<file path="src/rtl/giou_pkg.sv">
// shared types, codes and constants of the greedy iou track associator
package giou_pkg;

  localparam int MAX_TRACKS_DEF = 16;
  localparam int MAX_DETS_DEF   = 16;
  localparam int NUM_CORNERS    = 4;

  localparam int TIDX_W  = 5;
  localparam int DIDX_W  = 6;
  localparam int TCNT_W  = 5;
  localparam int DCNT_W  = 7;
  localparam int PADDR_W = 4;

  localparam logic [1:0] KIND_BOX    = 2'd0;
  localparam logic [1:0] KIND_CORNER = 2'd1;
  localparam logic [1:0] KIND_END    = 2'd2;

  localparam logic [1:0] PART_BOX = 2'd0;
  localparam logic [1:0] PART_C01 = 2'd1;
  localparam logic [1:0] PART_C23 = 2'd2;

  localparam logic [1:0] REG_IOU    = 2'd0;
  localparam logic [1:0] REG_ALPHA  = 2'd1;
  localparam logic [1:0] REG_MISSED = 2'd2;

  localparam logic [8:0] IOU_RESET    = 9'd77;
  localparam logic [8:0] ALPHA_RESET  = 9'd128;
  localparam logic [7:0] MISSED_RESET = 8'd5;

  typedef struct packed {
    logic [1:0]         kind;
    logic signed [15:0] box_x;
    logic signed [15:0] box_y;
    logic [14:0]        box_w;
    logic [14:0]        box_h;
    logic [15:0]        det_score;
    logic [1:0]         corner_index;
    logic signed [15:0] corner_x;
    logic signed [15:0] corner_y;
  } det_item_t;

  typedef struct packed {
    logic [31:0]        track_id;
    logic [1:0]         part;
    logic signed [15:0] val_a;
    logic signed [15:0] val_b;
    logic signed [15:0] val_c;
    logic signed [15:0] val_d;
    logic [15:0]        track_score;
    logic [15:0]        track_age;
    logic [7:0]         track_missed;
    logic               last;
  } trk_item_t;

  typedef struct packed {
    logic [15:0] x;
    logic [15:0] y;
    logic [14:0] w;
    logic [14:0] h;
  } box_t;

  typedef logic [NUM_CORNERS-1:0][1:0][15:0] corners_t;

  typedef struct packed {
    box_t        box;
    logic [15:0] score;
    logic [29:0] area;
    corners_t    corners;
  } det_rec_t;

  typedef struct packed {
    logic [31:0] id;
    box_t        box;
    corners_t    corners;
    logic [15:0] score;
    logic [15:0] age;
    logic [7:0]  missed;
  } trk_rec_t;

  typedef struct packed {
    logic [8:0] iou_threshold;
    logic [8:0] blend_alpha;
    logic [7:0] missed_limit;
  } cfg_t;

  typedef struct packed {
    logic              load;
    logic              flush;
    logic              best_init;
    logic              trk_rd;
    logic              trk_latch;
    logic              det_rd;
    logic              det_from_pair;
    logic              ovl;
    logic              mul;
    logic              uni;
    logic              prod;
    logic              dec;
    logic              pair;
    logic              upd_wr;
    logic              set_cnt;
    logic              app;
    logic              frame_done;
    logic              emit;
    logic              last;
    logic [1:0]        part;
    logic [TIDX_W-1:0] trk_idx;
    logic [DIDX_W-1:0] det_idx;
    logic [TIDX_W-1:0] wr_idx;
  } ctrl_cmd_t;

  typedef struct packed {
    logic [TCNT_W-1:0] trk_cnt;
    logic [DCNT_W-1:0] det_cnt;
    logic              trk_matched;
    logic              det_used;
    logic              found;
    logic              keep;
    logic              trk_full;
    logic              out_free;
  } dp_status_t;

endpackage

</file>
<file path="src/rtl/giou_ctrl.sv">
// controller: load, greedy pairing rounds, update, append and emit sequencing
module giou_ctrl #(
  parameter int MAX_TRACKS = giou_pkg::MAX_TRACKS_DEF,
  parameter int MAX_DETS   = giou_pkg::MAX_DETS_DEF
) (
  input  logic                  clk,
  input  logic                  rst,
  input  logic                  det_valid,
  input  logic [1:0]            det_kind,
  output logic                  det_ready,
  input  giou_pkg::dp_status_t  st,
  output giou_pkg::ctrl_cmd_t   cmd
);
  import giou_pkg::*;

  localparam int TCW = $clog2(MAX_TRACKS + 1);
  localparam int DCW = $clog2(MAX_DETS + 1);

  localparam logic [4:0] S_LOAD   = 5'd0;
  localparam logic [4:0] S_FLUSH  = 5'd1;
  localparam logic [4:0] S_RSTART = 5'd2;
  localparam logic [4:0] S_TCHK   = 5'd3;
  localparam logic [4:0] S_TLOAD  = 5'd4;
  localparam logic [4:0] S_DCHK   = 5'd5;
  localparam logic [4:0] S_P1     = 5'd6;
  localparam logic [4:0] S_P2     = 5'd7;
  localparam logic [4:0] S_P3     = 5'd8;
  localparam logic [4:0] S_P4     = 5'd9;
  localparam logic [4:0] S_P5     = 5'd10;
  localparam logic [4:0] S_RDONE  = 5'd11;
  localparam logic [4:0] S_URD    = 5'd12;
  localparam logic [4:0] S_UWR    = 5'd13;
  localparam logic [4:0] S_ACHK   = 5'd14;
  localparam logic [4:0] S_AWR    = 5'd15;
  localparam logic [4:0] S_EBEGIN = 5'd16;
  localparam logic [4:0] S_ERD    = 5'd17;
  localparam logic [4:0] S_EOUT   = 5'd18;

  logic [4:0]     state, state_next;
  logic [TCW-1:0] i, i_next, w, w_next, tc;
  logic [DCW-1:0] j, j_next, dc;
  logic [1:0]     part, part_next;
  logic           last_trk;

  assign tc        = st.trk_cnt[TCW-1:0];
  assign dc        = st.det_cnt[DCW-1:0];
  assign det_ready = state == S_LOAD;
  assign last_trk  = (i + TCW'(1)) == tc;

  always_ff @(posedge clk) begin
    if (rst) begin
      state <= S_LOAD;
      i     <= '0;
      j     <= '0;
      w     <= '0;
      part  <= PART_BOX;
    end else begin
      state <= state_next;
      i     <= i_next;
      j     <= j_next;
      w     <= w_next;
      part  <= part_next;
    end
  end

  always_comb begin
    state_next  = state;
    i_next      = i;
    j_next      = j;
    w_next      = w;
    part_next   = part;
    cmd         = '0;
    cmd.trk_idx = TIDX_W'(i);
    cmd.det_idx = DIDX_W'(j);
    cmd.wr_idx  = TIDX_W'(w);
    cmd.part    = part;
    unique case (state)
      S_LOAD: begin
        if (det_valid) begin
          cmd.load = 1'b1;
          if (det_kind == KIND_END) state_next = S_FLUSH;
        end
      end
      S_FLUSH: begin
        cmd.flush  = 1'b1;
        state_next = S_RSTART;
      end
      S_RSTART: begin
        cmd.best_init = 1'b1;
        i_next        = '0;
        state_next    = S_TCHK;
      end
      S_TCHK: begin
        if (i == tc) begin
          state_next = S_RDONE;
        end else if (st.trk_matched) begin
          i_next = i + TCW'(1);
        end else begin
          cmd.trk_rd = 1'b1;
          state_next = S_TLOAD;
        end
      end
      S_TLOAD: begin
        cmd.trk_latch = 1'b1;
        j_next        = '0;
        state_next    = S_DCHK;
      end
      S_DCHK: begin
        if (j == dc) begin
          i_next     = i + TCW'(1);
          state_next = S_TCHK;
        end else if (st.det_used) begin
          j_next = j + DCW'(1);
        end else begin
          cmd.det_rd = 1'b1;
          state_next = S_P1;
        end
      end
      S_P1: begin
        cmd.ovl    = 1'b1;
        state_next = S_P2;
      end
      S_P2: begin
        cmd.mul    = 1'b1;
        state_next = S_P3;
      end
      S_P3: begin
        cmd.uni    = 1'b1;
        state_next = S_P4;
      end
      S_P4: begin
        cmd.prod   = 1'b1;
        state_next = S_P5;
      end
      S_P5: begin
        cmd.dec    = 1'b1;
        j_next     = j + DCW'(1);
        state_next = S_DCHK;
      end
      S_RDONE: begin
        if (st.found) begin
          cmd.pair   = 1'b1;
          state_next = S_RSTART;
        end else begin
          i_next     = '0;
          w_next     = '0;
          state_next = S_URD;
        end
      end
      S_URD: begin
        if (i == tc) begin
          cmd.set_cnt = 1'b1;
          j_next      = '0;
          state_next  = S_ACHK;
        end else begin
          cmd.trk_rd        = 1'b1;
          cmd.det_rd        = 1'b1;
          cmd.det_from_pair = 1'b1;
          state_next        = S_UWR;
        end
      end
      S_UWR: begin
        cmd.upd_wr = 1'b1;
        if (st.keep) w_next = w + TCW'(1);
        i_next     = i + TCW'(1);
        state_next = S_URD;
      end
      S_ACHK: begin
        if (j == dc || st.trk_full) begin
          state_next = S_EBEGIN;
        end else if (st.det_used) begin
          j_next = j + DCW'(1);
        end else begin
          cmd.det_rd = 1'b1;
          state_next = S_AWR;
        end
      end
      S_AWR: begin
        cmd.app    = 1'b1;
        j_next     = j + DCW'(1);
        state_next = S_ACHK;
      end
      S_EBEGIN: begin
        cmd.frame_done = 1'b1;
        i_next         = '0;
        state_next     = (tc == '0) ? S_LOAD : S_ERD;
      end
      S_ERD: begin
        cmd.trk_rd = 1'b1;
        part_next  = PART_BOX;
        state_next = S_EOUT;
      end
      S_EOUT: begin
        if (st.out_free) begin
          cmd.emit = 1'b1;
          cmd.last = (part == PART_C23) && last_trk;
          if (part == PART_C23) begin
            if (last_trk) begin
              state_next = S_LOAD;
            end else begin
              i_next     = i + TCW'(1);
              state_next = S_ERD;
            end
          end else begin
            part_next = part + 2'd1;
          end
        end
      end
      default: state_next = S_LOAD;
    endcase
  end

endmodule

</file>
<file path="config.mk">
export PLATFORM = sky130hd
export DESIGN_NAME = giou_ctrl
export DESIGN_NICKNAME = d
export VERILOG_FILES = /design/src/rtl/giou_pkg.sv /design/src/rtl/giou_ctrl.sv
export SDC_FILE = /design/constraint.sdc
export NUM_CORES = 1
export LEC_CHECK = 0
export BUFFER_PORTS_ARGS = -buffer_cell sky130_fd_sc_hd__buf_4
export CAP_MARGIN = 20
export CORE_MARGIN = 2
export CORE_UTILIZATION = 40
export CTS_CLUSTER_SIZE = 40
export DETAILED_ROUTE_END_ITERATION = 6
export HOLD_SLACK_MARGIN = 0.08
export SLEW_MARGIN = 20
export SYNTH_ARGS = -nofsm -noshare
export SYNTH_HDL_FRONTEND = slang
export SYNTH_SLANG_ARGS = --single-unit
</file>
<file path="constraint.sdc">
create_clock -name clk -period 2.9 [get_ports clk]
set_input_delay 0.29 -clock clk [delete_from_list [all_inputs] [get_ports clk]]
set_output_delay 0.29 -clock clk [all_outputs]
set_load 0.05 [all_outputs]
</file>
==> out/metrics.cfg <==
[run]
cap_violations = 0

[clocking]
cts_resized = 0
clock_latency_ps = 270
post_cts_buffers = 0
cts-root-buf = clkbuf_8
cts_hold_buf = 0
htree_levels = 1
cts_inserted_buffers = 3
clockBufferDepth = 2
cts_tree = done
cts.clk_slew.worst_paths_ps = 90
cts.sinks = 22

[worst_setup_path]
r2r-start = state[0]$_SDFFE_PP0P_
cp.arrival_ps = 2620
crit_chain = nor2b_1 -> nand3_1 -> nor3_1 -> o22a_1 -> or3_1 -> mux2_2
r2r.worst_path.cells = 6
crit_path_top_delay_cell = dfxtp_1
critPathCapture = j[0]$_SDFFE_PP0P_
reg2reg_slack_ps = 440
crit_fanout = 15
required_ps = 3070
cpPeakStageDelay_ps = 610
crit_start = state[0]$_SDFFE_PP0P_
path_class = reg -> reg
reg2reg_to = j[0]$_SDFFE_PP0P_
critPathLaunchType = flip-flop
cp-end-kind = flip-flop

[global_routing]
grt_pass1_vias = 2104
antenna_found_initial = 0
grt_max_degree = 27
grt_overflow = 0
grt_usage = 0.225
grt_pass1_wl_mm = 9.92

[routing]
via_per_inst = 5.69
first_pass_iters = 4
drt_iter0_drc = 177
wl_per_cell_um = 15.0
drc = 0
wl_met1_mm = 2.92
topRoutingLayerUsed = met4
drtAntennaViolNets = 0
met2_length_mm = 2.72
wl_mm = 6.00
vias = 2269
wl_met3_um = 286

[min_path]
hp-class = in -> reg

[sta]
slew_headroom = 0.580
fmax_mhz = 407
finalMaxSlewViolations = 0
tightest_slew_ps = 628
min_period_ps = 2460
fin_setup_tns_ps = 0
final_hold_viol_count = 0
fin_skew_ps = 7.96
final-setup-viol-count = 0
fin_crit_sh = 0.847
grt_setup_unrepaired = false

[logic_synthesis]
synth_seq_cells = 22
syn_nets = 307
synthesis.area_mm2 = 0.00200
ys.flop_type = dfxtp_1
yosysTopAreaCell = dfxtp_1
synth_common_cells = 22 x dfxtp_1, 21 x nor2_1, 18 x nand3_1
synth.area.top_cells = dfxtp_1 22%, xnor2_1 4.8%, nand3_1 4.5%, a21oi_1 4.2%, nor3_1 4.0%
synth_edf_count = 0
async_flop_share = 0
yosysTopAreaCellShare = 0.220
ys_warn_count = 0
yosysMostFrequentCell = dfxtp_1
syn_area_per_cell_um2 = 7.16
synth_cells = 280
synth_seq_area_share = 0.220
ys_types = 53

[final_layout]
fin_nets = 360
drive_gt1_frac = 0.229
multi_input_area_mm2 = 0.00145
nFillCells = 513
antenna_cells = 0
final_cells = 399
register_area_um2 = 440
area_growth_pct = 27.5
fin_util = 0.534

[power_and_ir_drop]
p_leak_nw = 1.04
vdd.ir_drop.worst_uv = 247
powerDensity_mw_per_mm2 = 454

[floorplanning]
die_x_um = 74.8
dieArea_mm2 = 0.00559
core_mm2 = 0.00479
num_rows = 25
ios = 61
die-height_um = 74.8
start_util = 0.419

[status]
outcome = completed

[place]
io_buffers = 57
post-dp-hpwl_mm = 4.63
dp.cells = 395
gp_congestion = 0.928

[logic make-up after synthesis]
kind of cell | count (synthesis) | synth area share
multiplexers | 1 | 0.00562
flip-flops | 22 | 0.220
buffers and inverters | 28 | 0.0612
adder cells (fa/ha/maj) | 4 | 0.0250
AND/OR/NAND/NOR | 134 | 0.370
AO/OA/AOI/OAI | 72 | 0.238
XOR/XNOR | 18 | 0.0787
other | 1 | 0.00187
[per-stage QoR]
stage / power (mW) / instance area [um^2] / hold slack, ps / setup WS (ps)
6_report: 1.16 / 2550 / 307 / 444
5_1_grt: 1.24 / 2550 / 314 / 198
4_1_cts: 1.16 / 2550 / 302 / 464
3_5_place_dp: 0.935 / 2500 / 477 / 478
3_3_place_gp: 0.931 / 2500 / 478 / 524
2_1_floorplan: 0.776 / 2010 / 452 / 292
[state kept, by name, indices dropped and copies added, names as in the netlist]
register  cells
i             5
j             5
state         5
w             5
part          2
[worst min-delay path by stage]
| stage | startpoint | to | slack [ps] | cells after the start |
|---|---|---|---|---|
| after floorplan | st[2] | w[0]$_SDFFE_PP0P_ | 450 | 2 |
| after global placement | part[0]$_SDFFE_PP0P_ | part[0]$_SDFFE_PP0P_ | 480 | 2 |
| after detailed placement | part[0]$_SDFFE_PP0P_ | part[0]$_SDFFE_PP0P_ | 480 | 2 |
| after CTS | st[2] | w[0]$_SDFFE_PP0P_ | 300 | 3 |
| after global routing | st[2] | w[0]$_SDFFE_PP0P_ | 310 | 3 |
| final | st[2] | w[0]$_SDFFE_PP0P_ | 310 | 3 |
[layer usage]
metal | up-vias | GRT usage
met5 | - | 0
met2 | 66 | 0.362
met4 | 0 | 0.0615
met3 | 7 | 0.0201
li1 | 1142 | -
met1 | 1054 | 0.324
[final cells by class]
type	count	area share
Multi-Input combinational cell	230	0.566
Timing Repair Buffer	65	0.191
Sequential cell	22	0.172
Tap cell	67	0.0328
Clock buffer	4	0.0215
Inverter	11	0.0162
[where the power goes]
part / switching [mW] / internal (mW)
clock: 0.108 / 0.121
sequential: 0.0534 / 0.319
combinational: 0.362 / 0.197
[cell usage in the layout (no fill, tap or decap), types with 5 or more instances in the layout]
cell      synthesis  final
buf_4             2     65
dfxtp_1          22     22
nor2_1           21     21
nand3_1          18     18
a21oi_1          17     17
nand2_1          16     16
nor3_1           16     15
o21ai_0          15     15
xnor2_1          11     11
inv_1            11     11
nor2b_1          11     11
nand2b_1         10     10
and3_1            9      9
xor2_1            7      7
nand4_1           7      7
nand3b_1          5      5
or4_1             5      5
a31oi_1           5      5
o31ai_1           5      5
[worst max-delay path: cells and delay by family (launching register included)]
kind | cells | cell delay, ps
AO/OA/AOI/OAI | 1 | 250
flip-flops | 1 | 610
multiplexers | 1 | 350
AND/OR/NAND/NOR | 4 | 1150
(Power assumes the default switching activity.)
