===== config.mk =====
export PLATFORM = sky130hd
export DESIGN_NAME = giou_cfg
export DESIGN_NICKNAME = d
export VERILOG_FILES = /design/src/rtl/giou_pkg.sv /design/src/rtl/giou_cfg.sv
export SDC_FILE = /design/constraint.sdc
export NUM_CORES = 1
export LEC_CHECK = 0
export BUFFER_PORTS_ARGS = -buffer_cell sky130_fd_sc_hd__buf_4
export CAP_MARGIN = 10
export CORE_MARGIN = 1.5
export CORE_UTILIZATION = 37
export DETAILED_ROUTE_END_ITERATION = 8
export GPL_TIMING_DRIVEN = 0
export PLACE_DENSITY = 0.74
export SLEW_MARGIN = 20
export SYNTH_ARGS = -nofsm -noshare
export SYNTH_HDL_FRONTEND = slang
export SYNTH_SLANG_ARGS = --single-unit

===== constraint.sdc =====
create_clock -name clk -period 1 [get_ports clk]
set_clock_uncertainty 0.15 [all_clocks]
set_input_delay 0.1 -clock clk [delete_from_list [all_inputs] [get_ports clk]]
set_output_delay 0.1 -clock clk [all_outputs]
set_load 0.05 [all_outputs]

===== src/rtl/giou_pkg.sv =====
// shared types, codes and constants of the greedy iou track associator
package giou_pkg;

  localparam int MAX_TRACKS_DEF = 16;
  localparam int MAX_DETS_DEF   = 16;
  localparam int NUM_CORNERS    = 4;

  localparam int TIDX_W  = 5;
  localparam int DIDX_W  = 6;
  localparam int TCNT_W  = 5;
  localparam int DCNT_W  = 7;
  localparam int PADDR_W = 4;

  localparam logic [1:0] KIND_BOX    = 2'd0;
  localparam logic [1:0] KIND_CORNER = 2'd1;
  localparam logic [1:0] KIND_END    = 2'd2;

  localparam logic [1:0] PART_BOX = 2'd0;
  localparam logic [1:0] PART_C01 = 2'd1;
  localparam logic [1:0] PART_C23 = 2'd2;

  localparam logic [1:0] REG_IOU    = 2'd0;
  localparam logic [1:0] REG_ALPHA  = 2'd1;
  localparam logic [1:0] REG_MISSED = 2'd2;

  localparam logic [8:0] IOU_RESET    = 9'd77;
  localparam logic [8:0] ALPHA_RESET  = 9'd128;
  localparam logic [7:0] MISSED_RESET = 8'd5;

  typedef struct packed {
    logic [1:0]         kind;
    logic signed [15:0] box_x;
    logic signed [15:0] box_y;
    logic [14:0]        box_w;
    logic [14:0]        box_h;
    logic [15:0]        det_score;
    logic [1:0]         corner_index;
    logic signed [15:0] corner_x;
    logic signed [15:0] corner_y;
  } det_item_t;

  typedef struct packed {
    logic [31:0]        track_id;
    logic [1:0]         part;
    logic signed [15:0] val_a;
    logic signed [15:0] val_b;
    logic signed [15:0] val_c;
    logic signed [15:0] val_d;
    logic [15:0]        track_score;
    logic [15:0]        track_age;
    logic [7:0]         track_missed;
    logic               last;
  } trk_item_t;

  typedef struct packed {
    logic [15:0] x;
    logic [15:0] y;
    logic [14:0] w;
    logic [14:0] h;
  } box_t;

  typedef logic [NUM_CORNERS-1:0][1:0][15:0] corners_t;

  typedef struct packed {
    box_t        box;
    logic [15:0] score;
    logic [29:0] area;
    corners_t    corners;
  } det_rec_t;

  typedef struct packed {
    logic [31:0] id;
    box_t        box;
    corners_t    corners;
    logic [15:0] score;
    logic [15:0] age;
    logic [7:0]  missed;
  } trk_rec_t;

  typedef struct packed {
    logic [8:0] iou_threshold;
    logic [8:0] blend_alpha;
    logic [7:0] missed_limit;
  } cfg_t;

  typedef struct packed {
    logic              load;
    logic              flush;
    logic              best_init;
    logic              trk_rd;
    logic              trk_latch;
    logic              det_rd;
    logic              det_from_pair;
    logic              ovl;
    logic              mul;
    logic              uni;
    logic              prod;
    logic              dec;
    logic              pair;
    logic              upd_wr;
    logic              set_cnt;
    logic              app;
    logic              frame_done;
    logic              emit;
    logic              last;
    logic [1:0]        part;
    logic [TIDX_W-1:0] trk_idx;
    logic [DIDX_W-1:0] det_idx;
    logic [TIDX_W-1:0] wr_idx;
  } ctrl_cmd_t;

  typedef struct packed {
    logic [TCNT_W-1:0] trk_cnt;
    logic [DCNT_W-1:0] det_cnt;
    logic              trk_matched;
    logic              det_used;
    logic              found;
    logic              keep;
    logic              trk_full;
    logic              out_free;
  } dp_status_t;

endpackage


===== src/rtl/giou_cfg.sv =====
// apb register file for threshold, blend weight and miss limit
module giou_cfg (
  input  logic                         clk,
  input  logic                         rst,
  input  logic                         psel,
  input  logic                         penable,
  input  logic                         pwrite,
  input  logic [giou_pkg::PADDR_W-1:0] paddr,
  input  logic [31:0]                  pwdata,
  output logic [31:0]                  prdata,
  output logic                         pready,
  output giou_pkg::cfg_t               cfg
);
  import giou_pkg::*;

  logic wr_en;

  assign pready = 1'b1;
  assign wr_en  = psel && penable && pwrite && pready;

  always_ff @(posedge clk) begin
    if (rst) begin
      cfg.iou_threshold <= IOU_RESET;
      cfg.blend_alpha   <= ALPHA_RESET;
      cfg.missed_limit  <= MISSED_RESET;
    end else if (wr_en) begin
      unique case (paddr[3:2])
        REG_IOU:    cfg.iou_threshold <= pwdata[8:0];
        REG_ALPHA:  cfg.blend_alpha   <= pwdata[8:0];
        REG_MISSED: cfg.missed_limit  <= pwdata[7:0];
        default: ;
      endcase
    end
  end

  always_comb begin
    unique case (paddr[3:2])
      REG_IOU:    prdata = {23'd0, cfg.iou_threshold};
      REG_ALPHA:  prdata = {23'd0, cfg.blend_alpha};
      REG_MISSED: prdata = {24'd0, cfg.missed_limit};
      default:    prdata = '0;
    endcase
  end

endmodule


==> summary.md, run 1 <==
| Metric | Value |
|---|---|
| Root buffer selected by CTS | sky130_fd_sc_hd__clkbuf_8 |
| Cell area after synthesis | 1450 sq um |
| Highest net fanout along the worst path | 2 |
| Leakage Power | 1.36 nW |
| Vias in the first global route | 1,365 |
| Setup violations, final | 45 |
| Max rail drop VDD | 0.493 mV |
| Clock transition at the registers of the reported paths | 90 ps |
| Chip width | 65.6 um |
| Async set-reset flop share out of synthesis | 0% |
| Type of the setup path with the least slack | reg -> out |
| Fin crit share | 129% |
| Max capacitance violation total | 0 |
| Crit path arrival time | 1040 ps |
| Number of inserted filler cells in the final layout | 209 |
| Area of the die | 4310 sq um |
| Top flop regs | cfg (26) |
| Post-Layout Cell Count | 321 |
| Number of flip-flops under the largest register name | 26 |
| Worst Hold Slack | -6.05 ps |
| Number of vias in the routed layout | 1,421 |
| Most instantiated cells after synthesis | sky130_fd_sc_hd__mux2i_1 (35), sky130_fd_sc_hd__nand2b_1 (28), sky130_fd_sc_hd__dfxtp_1 (26) |
| Count of antenna diodes in the layout | 0 |
| Number of violations reported at the end of detailed-routing iteration 0 | 37 |
| Pin count of the biggest net entering global routing | 15 |
| Number of hold violations in the final report | 3 |
| Clock tree from TritonCTS | built |
| Most common cell in the synthesized netlist | sky130_fd_sc_hd__mux2i_1 |
| Net count reported at finish | 315 |
| Data required time at the worst endpoint | 750 ps |
| Detailed-route wire length per cell | 14.2 um |
| Placed cell count | 279 |
| Failing checks | hold timing, setup timing |
| Starting density of the core | 39.1% |
| Routed WL | 4.55 mm |
| Share of the core filled with cells | 82.1% |
| CTS H-Tree Depth | 1 |
| Final weighted congestion of routability-driven global placement | 0.708 |
| Post-route DRC | 0 |
| Largest buffer count on any clock path | 2 |
| Number of warning messages in the yosys log | 0 |
| Max Clk Rate | 778 MHz |
| Category of the worst setup path launch point | register |
| Die span in y | 65.6 um |
| Main flop type after synthesis | sky130_fd_sc_hd__dfxtp_1 |
| Dpl ws | -411 ps |
| First-pass GRT wire length | 6.52 mm |
| Cell Area, Placed | 2300 sq um |
| Count of flip-flops with a built-in enable after synthesis | 0 |
| Cells taking the most area after synthesis | sky130_fd_sc_hd__dfxtp_1 (36%), sky130_fd_sc_hd__mux2i_1 (24%), sky130_fd_sc_hd__buf_4 (13%), sky130_fd_sc_hd__nand2b_1 (12%), sky130_fd_sc_hd__nor2_1 (3.4%) |
| Minimum period implied by the final worst setup slack | 1290 ps |
| Layout area overhead | 110% |
| Class of the worst hold path | in -> reg |
| Row cnt | 22 |
| Synth unique cells | 16 |
| TritonRoute pass-1 iters | 4 |
| Number of clock buffers inserted by TritonCTS | 3 |
| Global-route congestion overflow total | 0 |
| Overall routing resource usage | 19.6% |
| Largest Register | cfg |
| Mean area per synthesized cell | 9.13 sq um |
| Clock Latency Late Sink | 270 ps |
| Top-Level Pins | 100 |
| CTS sink count | 26 |
| Yosys reg bits | 26 |
| Unrepaired setup endpoints after global routing | true |
| Post-synth top area share | 35.9% |
| Pwr per Cell Area | 811 nW/um^2 |
| Outcome | complete, but fails checks |
| Final instance area | 3050 sq um |
| Final max-slew violation count | 0 |
| Remaining antenna violation count after routing | 0 |
| Initial antenna violation count | 0 |
| Total core area | 3720 sq um |
| Vias per cell | 4.43 |
| Synthesized instance count | 159 |
| Count of input and output buffers | 50 |
| Portion of the post-synthesis area used by sequential elements | 35.9% |
| Least setup slack across all paths after layout | -286 ps |
| Leading area contributor after synthesis | sky130_fd_sc_hd__dfxtp_1 |
| HPWL after detailed placement | 2.69 mm |
| Worst Setup End Kind | output port |
| Proportion of layout cells with a drive suffix above 1 | 62.3% |
-- cell type report --
| cell class | instances | area, sq um | share of cell area, % |
|---|---|---|---|
| Tap cell | 48 | 60.1 | 1.97 |
| Clock inverter | 1 | 3.75 | 0.123 |
| Clock buffer | 3 | 41.3 | 1.35 |
| Buffer | 32 | 250 | 8.20 |
| Sequential cell | 26 | 611 | 20.0 |
| Timing Repair Buffer | 89 | 1020 | 33.4 |
| Multi-Input combinational cell | 122 | 1060 | 34.9 |
-- cells in the final DEF, fill, tap and decap left out --
cell                             n
sky130_fd_sc_hd__buf_4          46
sky130_fd_sc_hd__buf_6          36
sky130_fd_sc_hd__buf_8          29
sky130_fd_sc_hd__clkbuf_1        1
sky130_fd_sc_hd__clkbuf_2        2
sky130_fd_sc_hd__clkbuf_8        3
sky130_fd_sc_hd__clkinv_1        1
sky130_fd_sc_hd__conb_1         24
sky130_fd_sc_hd__dfxtp_2         3
sky130_fd_sc_hd__dfxtp_4        23
sky130_fd_sc_hd__dlygate4sd3_1   7
sky130_fd_sc_hd__mux2i_1        26
sky130_fd_sc_hd__mux2i_4         9
sky130_fd_sc_hd__nand2_1         8
sky130_fd_sc_hd__nand2b_1       28
sky130_fd_sc_hd__nand3_4         1
sky130_fd_sc_hd__nand4_4         1
sky130_fd_sc_hd__nor2_1          7
sky130_fd_sc_hd__nor2_2          1
sky130_fd_sc_hd__nor2_4          5
sky130_fd_sc_hd__nor2b_4         1
sky130_fd_sc_hd__nor3_4          1
sky130_fd_sc_hd__nor3b_2         1
sky130_fd_sc_hd__o21ai_4         8
sky130_fd_sc_hd__or3_1           1
-- power breakdown --
| part | total (W) | switching (W) | leakage [nW] | internal (W) |
|---|---|---|---|---|
| logic | 0.000865 | 0.000512 | 1.11 | 0.000353 |
| clock network | 0.000598 | 0.000323 | 0.0231 | 0.000275 |
| registers | 0.00101 | 0.0000168 | 0.224 | 0.000995 |
| total | 0.00247 | 0.000852 | 1.36 | 0.00162 |
-- kinds of logic (layout without fill, tap and decap cells) --
group,Yosys count,after routing,share of synthesized area [%]
AOI/OAI and AO/OA,8,8,2.76
buffers and inverters,33,125,15.3
DFF,26,26,35.9
muxes,35,35,24.1
other,2,24,0.517
and+or+nand+nor,55,55,21.4
-- per-stage QoR --
stage / setup TNS (ps) / power, W / hold WS (ps)
CTS: -5280 / 0.00242 / 0.884
detailed placement: -10290 / 0.00177 / 229
global route: -7050 / 0.00257 / 18.7
floorplan: -1370 / 0.00162 / 94.7
global placement: -9650 / 0.00176 / 223
finish: -5550 / 0.00247 / -6.05
-- timing repair --
item,in CTS,in global routing
setup endpoints to repair,48,51
pin swaps,8,6
hold buffers,7,0
resized for setup,67,46
cloned,0,0
setup buffers,22,11
hold endpoints to repair,18,0
-- worst max-delay path, stage by stage (launching register included) --
cell and delay [ps]:
sky130_fd_sc_hd__dfxtp_4 370, sky130_fd_sc_hd__mux2i_4 70, sky130_fd_sc_hd__o21ai_4 150, sky130_fd_sc_hd__buf_6 180
-- per-layer routing --
layer,GRT usage (%),vias up,part of all wire (%)
met1,24.8,656,41
met3,2.05,9,3.6
li1,-,704,-
met4,5.47,0,1.6
met2,35.1,52,54
met5,0,-,0
-- final timing paths --
kind,start,end,slack [ps],cells past startpoint
max reg2reg,cfg[23],cfg[23],0,4
min,pwdata[1],cfg[18],-6,3
min reg2reg,cfg[5],cfg[5],360,2
max,cfg[15],prdata[7],-290,3
Note: power is estimated with default switching activity, not from simulation.
==> run 2: changes to the inputs <==
- clock period: 1 -> 1.14 ns (I/O delays scaled with it)
==> run 2 against run 1 <==
The run ends with setup timing left. Design area decreased by 8.1%. Setup slack improved by 130 ps. Combinational power is 20% lower. Largest cell class unchanged. Via count shrank 3.1%. Non-clock buffer count fell by 6. Clock-buffer cell count unchanged.
==> summary.md, run 2 (synthesized netlist as in run 1, its figures left out) <==
| Metric | Value |
|---|---|
| Pwr per Cell Area | 849 nW/um^2 |
| First-pass GRT wire length | 6.36 mm |
| Minimum period implied by the final worst setup slack | 1300 ps |
| Final weighted congestion of routability-driven global placement | 0.699 |
| Sequential power share | 37.6% |
| Detailed-route wire length per cell | 13.5 um |
| Number of hold violations in the final report | 0 |
| Max rail drop VDD | 0.690 mV |
| CTS H-Tree Depth | 1 |
| Number of clock buffers inserted by TritonCTS | 3 |
| Type of the setup path with the least slack | reg -> out |
| Area of the die | 4310 sq um |
| Root buffer selected by CTS | sky130_fd_sc_hd__clkbuf_8 |
| Cells traversed along the worst timing path | mux2i_4, o21ai_4, buf_6 |
| Setup violations, final | 27 |
| Layout area overhead | 93.2% |
| Total core area | 3720 sq um |
| Fin crit share | 114% |
| Chip width | 65.6 um |
| Crit path arrival time | 1040 ps |
| Number of flip-flops under the largest register name | 26 |
| Top flop regs | cfg (26) |
| Class of the worst hold path | in -> reg |
| Most used routing layer | met2 |
| Max Clk Rate | 769 MHz |
| Overall routing resource usage | 19.2% |
| Routed WL | 4.27 mm |
| Share of the core filled with cells | 75.5% |
| Part of the power in the clock network | 33.2% |
| Least setup slack across all paths after layout | -160 ps |
| Outcome | complete, but fails checks |
| Highest-delay cell along the critical path | sky130_fd_sc_hd__dfxtp_4 |
| Count of input and output buffers | 50 |
| Clock transition at the registers of the reported paths | 100 ps |
| Total design power | 0.00238 W |
| Vias in the first global route | 1,282 |
| Met2 Usage GRT | 36.9% |
| Category of the worst setup path launch point | register |
| Final max-slew violation count | 0 |
| Number of vias in the routed layout | 1,377 |
| Post-route DRC | 0 |
| Clock Latency Late Sink | 270 ps |
| GRT met3 Usage | 2.40% |
| HPWL after detailed placement | 2.62 mm |
| Internal power | 0.00162 W |
| Data required time at the worst endpoint | 880 ps |
| Switching power | 0.000760 W |
| Combinational Power Share | 29.2% |
| Failing checks | setup timing |
| Global-route congestion overflow total | 0 |
| Clock tree from TritonCTS | built |
| Unrepaired setup endpoints after global routing | true |
| Leakage Power | 1.28 nW |
| Largest buffer count on any clock path | 2 |
| Vias per cell | 4.37 |
| Remaining antenna violation count after routing | 0 |
| Net switching fraction of the power | 31.9% |
| Number of violations reported at the end of detailed-routing iteration 0 | 37 |
| Largest Register | cfg |
| Initial antenna violation count | 0 |
| Worst Setup End Kind | output port |
| Max incr delay on CP | 370 ps |
| Row cnt | 22 |
| TritonRoute pass-1 iters | 4 |
| CTS sink count | 26 |
| Die span in y | 65.6 um |
| Max capacitance violation total | 0 |
| Pin count of the biggest net entering global routing | 16 |
| Starting density of the core | 39.1% |
| Leading cell types in the layout, fill and taps excluded | sky130_fd_sc_hd__buf_4 (61), sky130_fd_sc_hd__nand2b_1 (28), sky130_fd_sc_hd__buf_6 (27) |
| Leading cell type in the layout, fill and taps excluded | sky130_fd_sc_hd__buf_4 |
| Highest net fanout along the worst path | 2 |
| Net count reported at finish | 309 |
| Count of antenna diodes in the layout | 0 |
| Proportion of layout cells with a drive suffix above 1 | 58.4% |
| Met1 GRT Util | 22.6% |
| Top-Level Pins | 100 |
## run 2: metrics by stage
| stage | hold slack, ps | instance area, sq um | instances | setup slack [ps] | setup TNS [ps] |
|---|---|---|---|---|---|
| 6_report | 1.46 | 2800 | 315 | -160 | -2020 |
| 5_1_grt | 5.83 | 2800 | 315 | -198 | -2780 |
| 4_1_cts | 6.75 | 2630 | 307 | -158 | -2030 |
| 3_5_place_dp | 244 | 2140 | 279 | -328 | -8470 |
| 3_3_place_gp | 234 | 2140 | 279 | -303 | -8120 |
| 2_1_floorplan | 109 | 1710 | 181 | -44.3 | -551 |
## run 2: path summary, 6_finish.rpt
check / from / to / slack, ps / depth (start not counted)
worst max-delay path: cfg[11] / prdata[3] / -160 / 3
worst min-delay path: pwdata[4] / cfg[12] / 1 / 3
worst max register to register: cfg[24] / cfg[24] / 30 / 5
worst min register to register: cfg[5] / cfg[5] / 340 / 2
## run 2: repair_timing
item                       CTS  global route
hold buffers                 6             0
setup endpoints to repair   18            34
resized for setup           48            31
pin swaps                    2             5
setup buffers               18             8
hold endpoints to repair    16             0
## run 2: final cells by class
| cell class | instances | area (sq um) |
|---|---|---|
| well taps | 48 | 60.1 |
| repair buffers | 82 | 841 |
| fillers | 265 | 912 |
| flip-flops and latches | 26 | 598 |
| plain buffers | 33 | 233 |
| multi-input cells | 122 | 1000 |
| clock inverters | 1 | 30.0 |
| clock buffers | 3 | 41.3 |
## run 2: per-layer routing
layer	wire length, um	vias to the layer above	share of wire, %
met5	0	-	0
met3	166	6	3.9
li1	-	690	-
met4	36	0	0.84
met2	2250	40	53
met1	1820	641	43
## run 2: worst max-delay path, delay by kind of cell (launching register included)
| kind | cells | cell delay [ps] |
|---|---|---|
| flip-flops | 1 | 370 |
| multiplexers | 1 | 170 |
| buffers and inverters | 1 | 160 |
| AO/OA/AOI/OAI | 1 | 60 |
## run 2: power by group through the flow
stage / logic [W] / clock network, W / registers [W]
after floorplan: 0.000424 / 0 / 0.000955
after global placement: 0.000587 / 0 / 0.000914
after detailed placement: 0.000588 / 0 / 0.000914
after CTS: 0.000672 / 0.000779 / 0.000894
after global routing: 0.000725 / 0.000831 / 0.000897
final: 0.000696 / 0.000790 / 0.000895
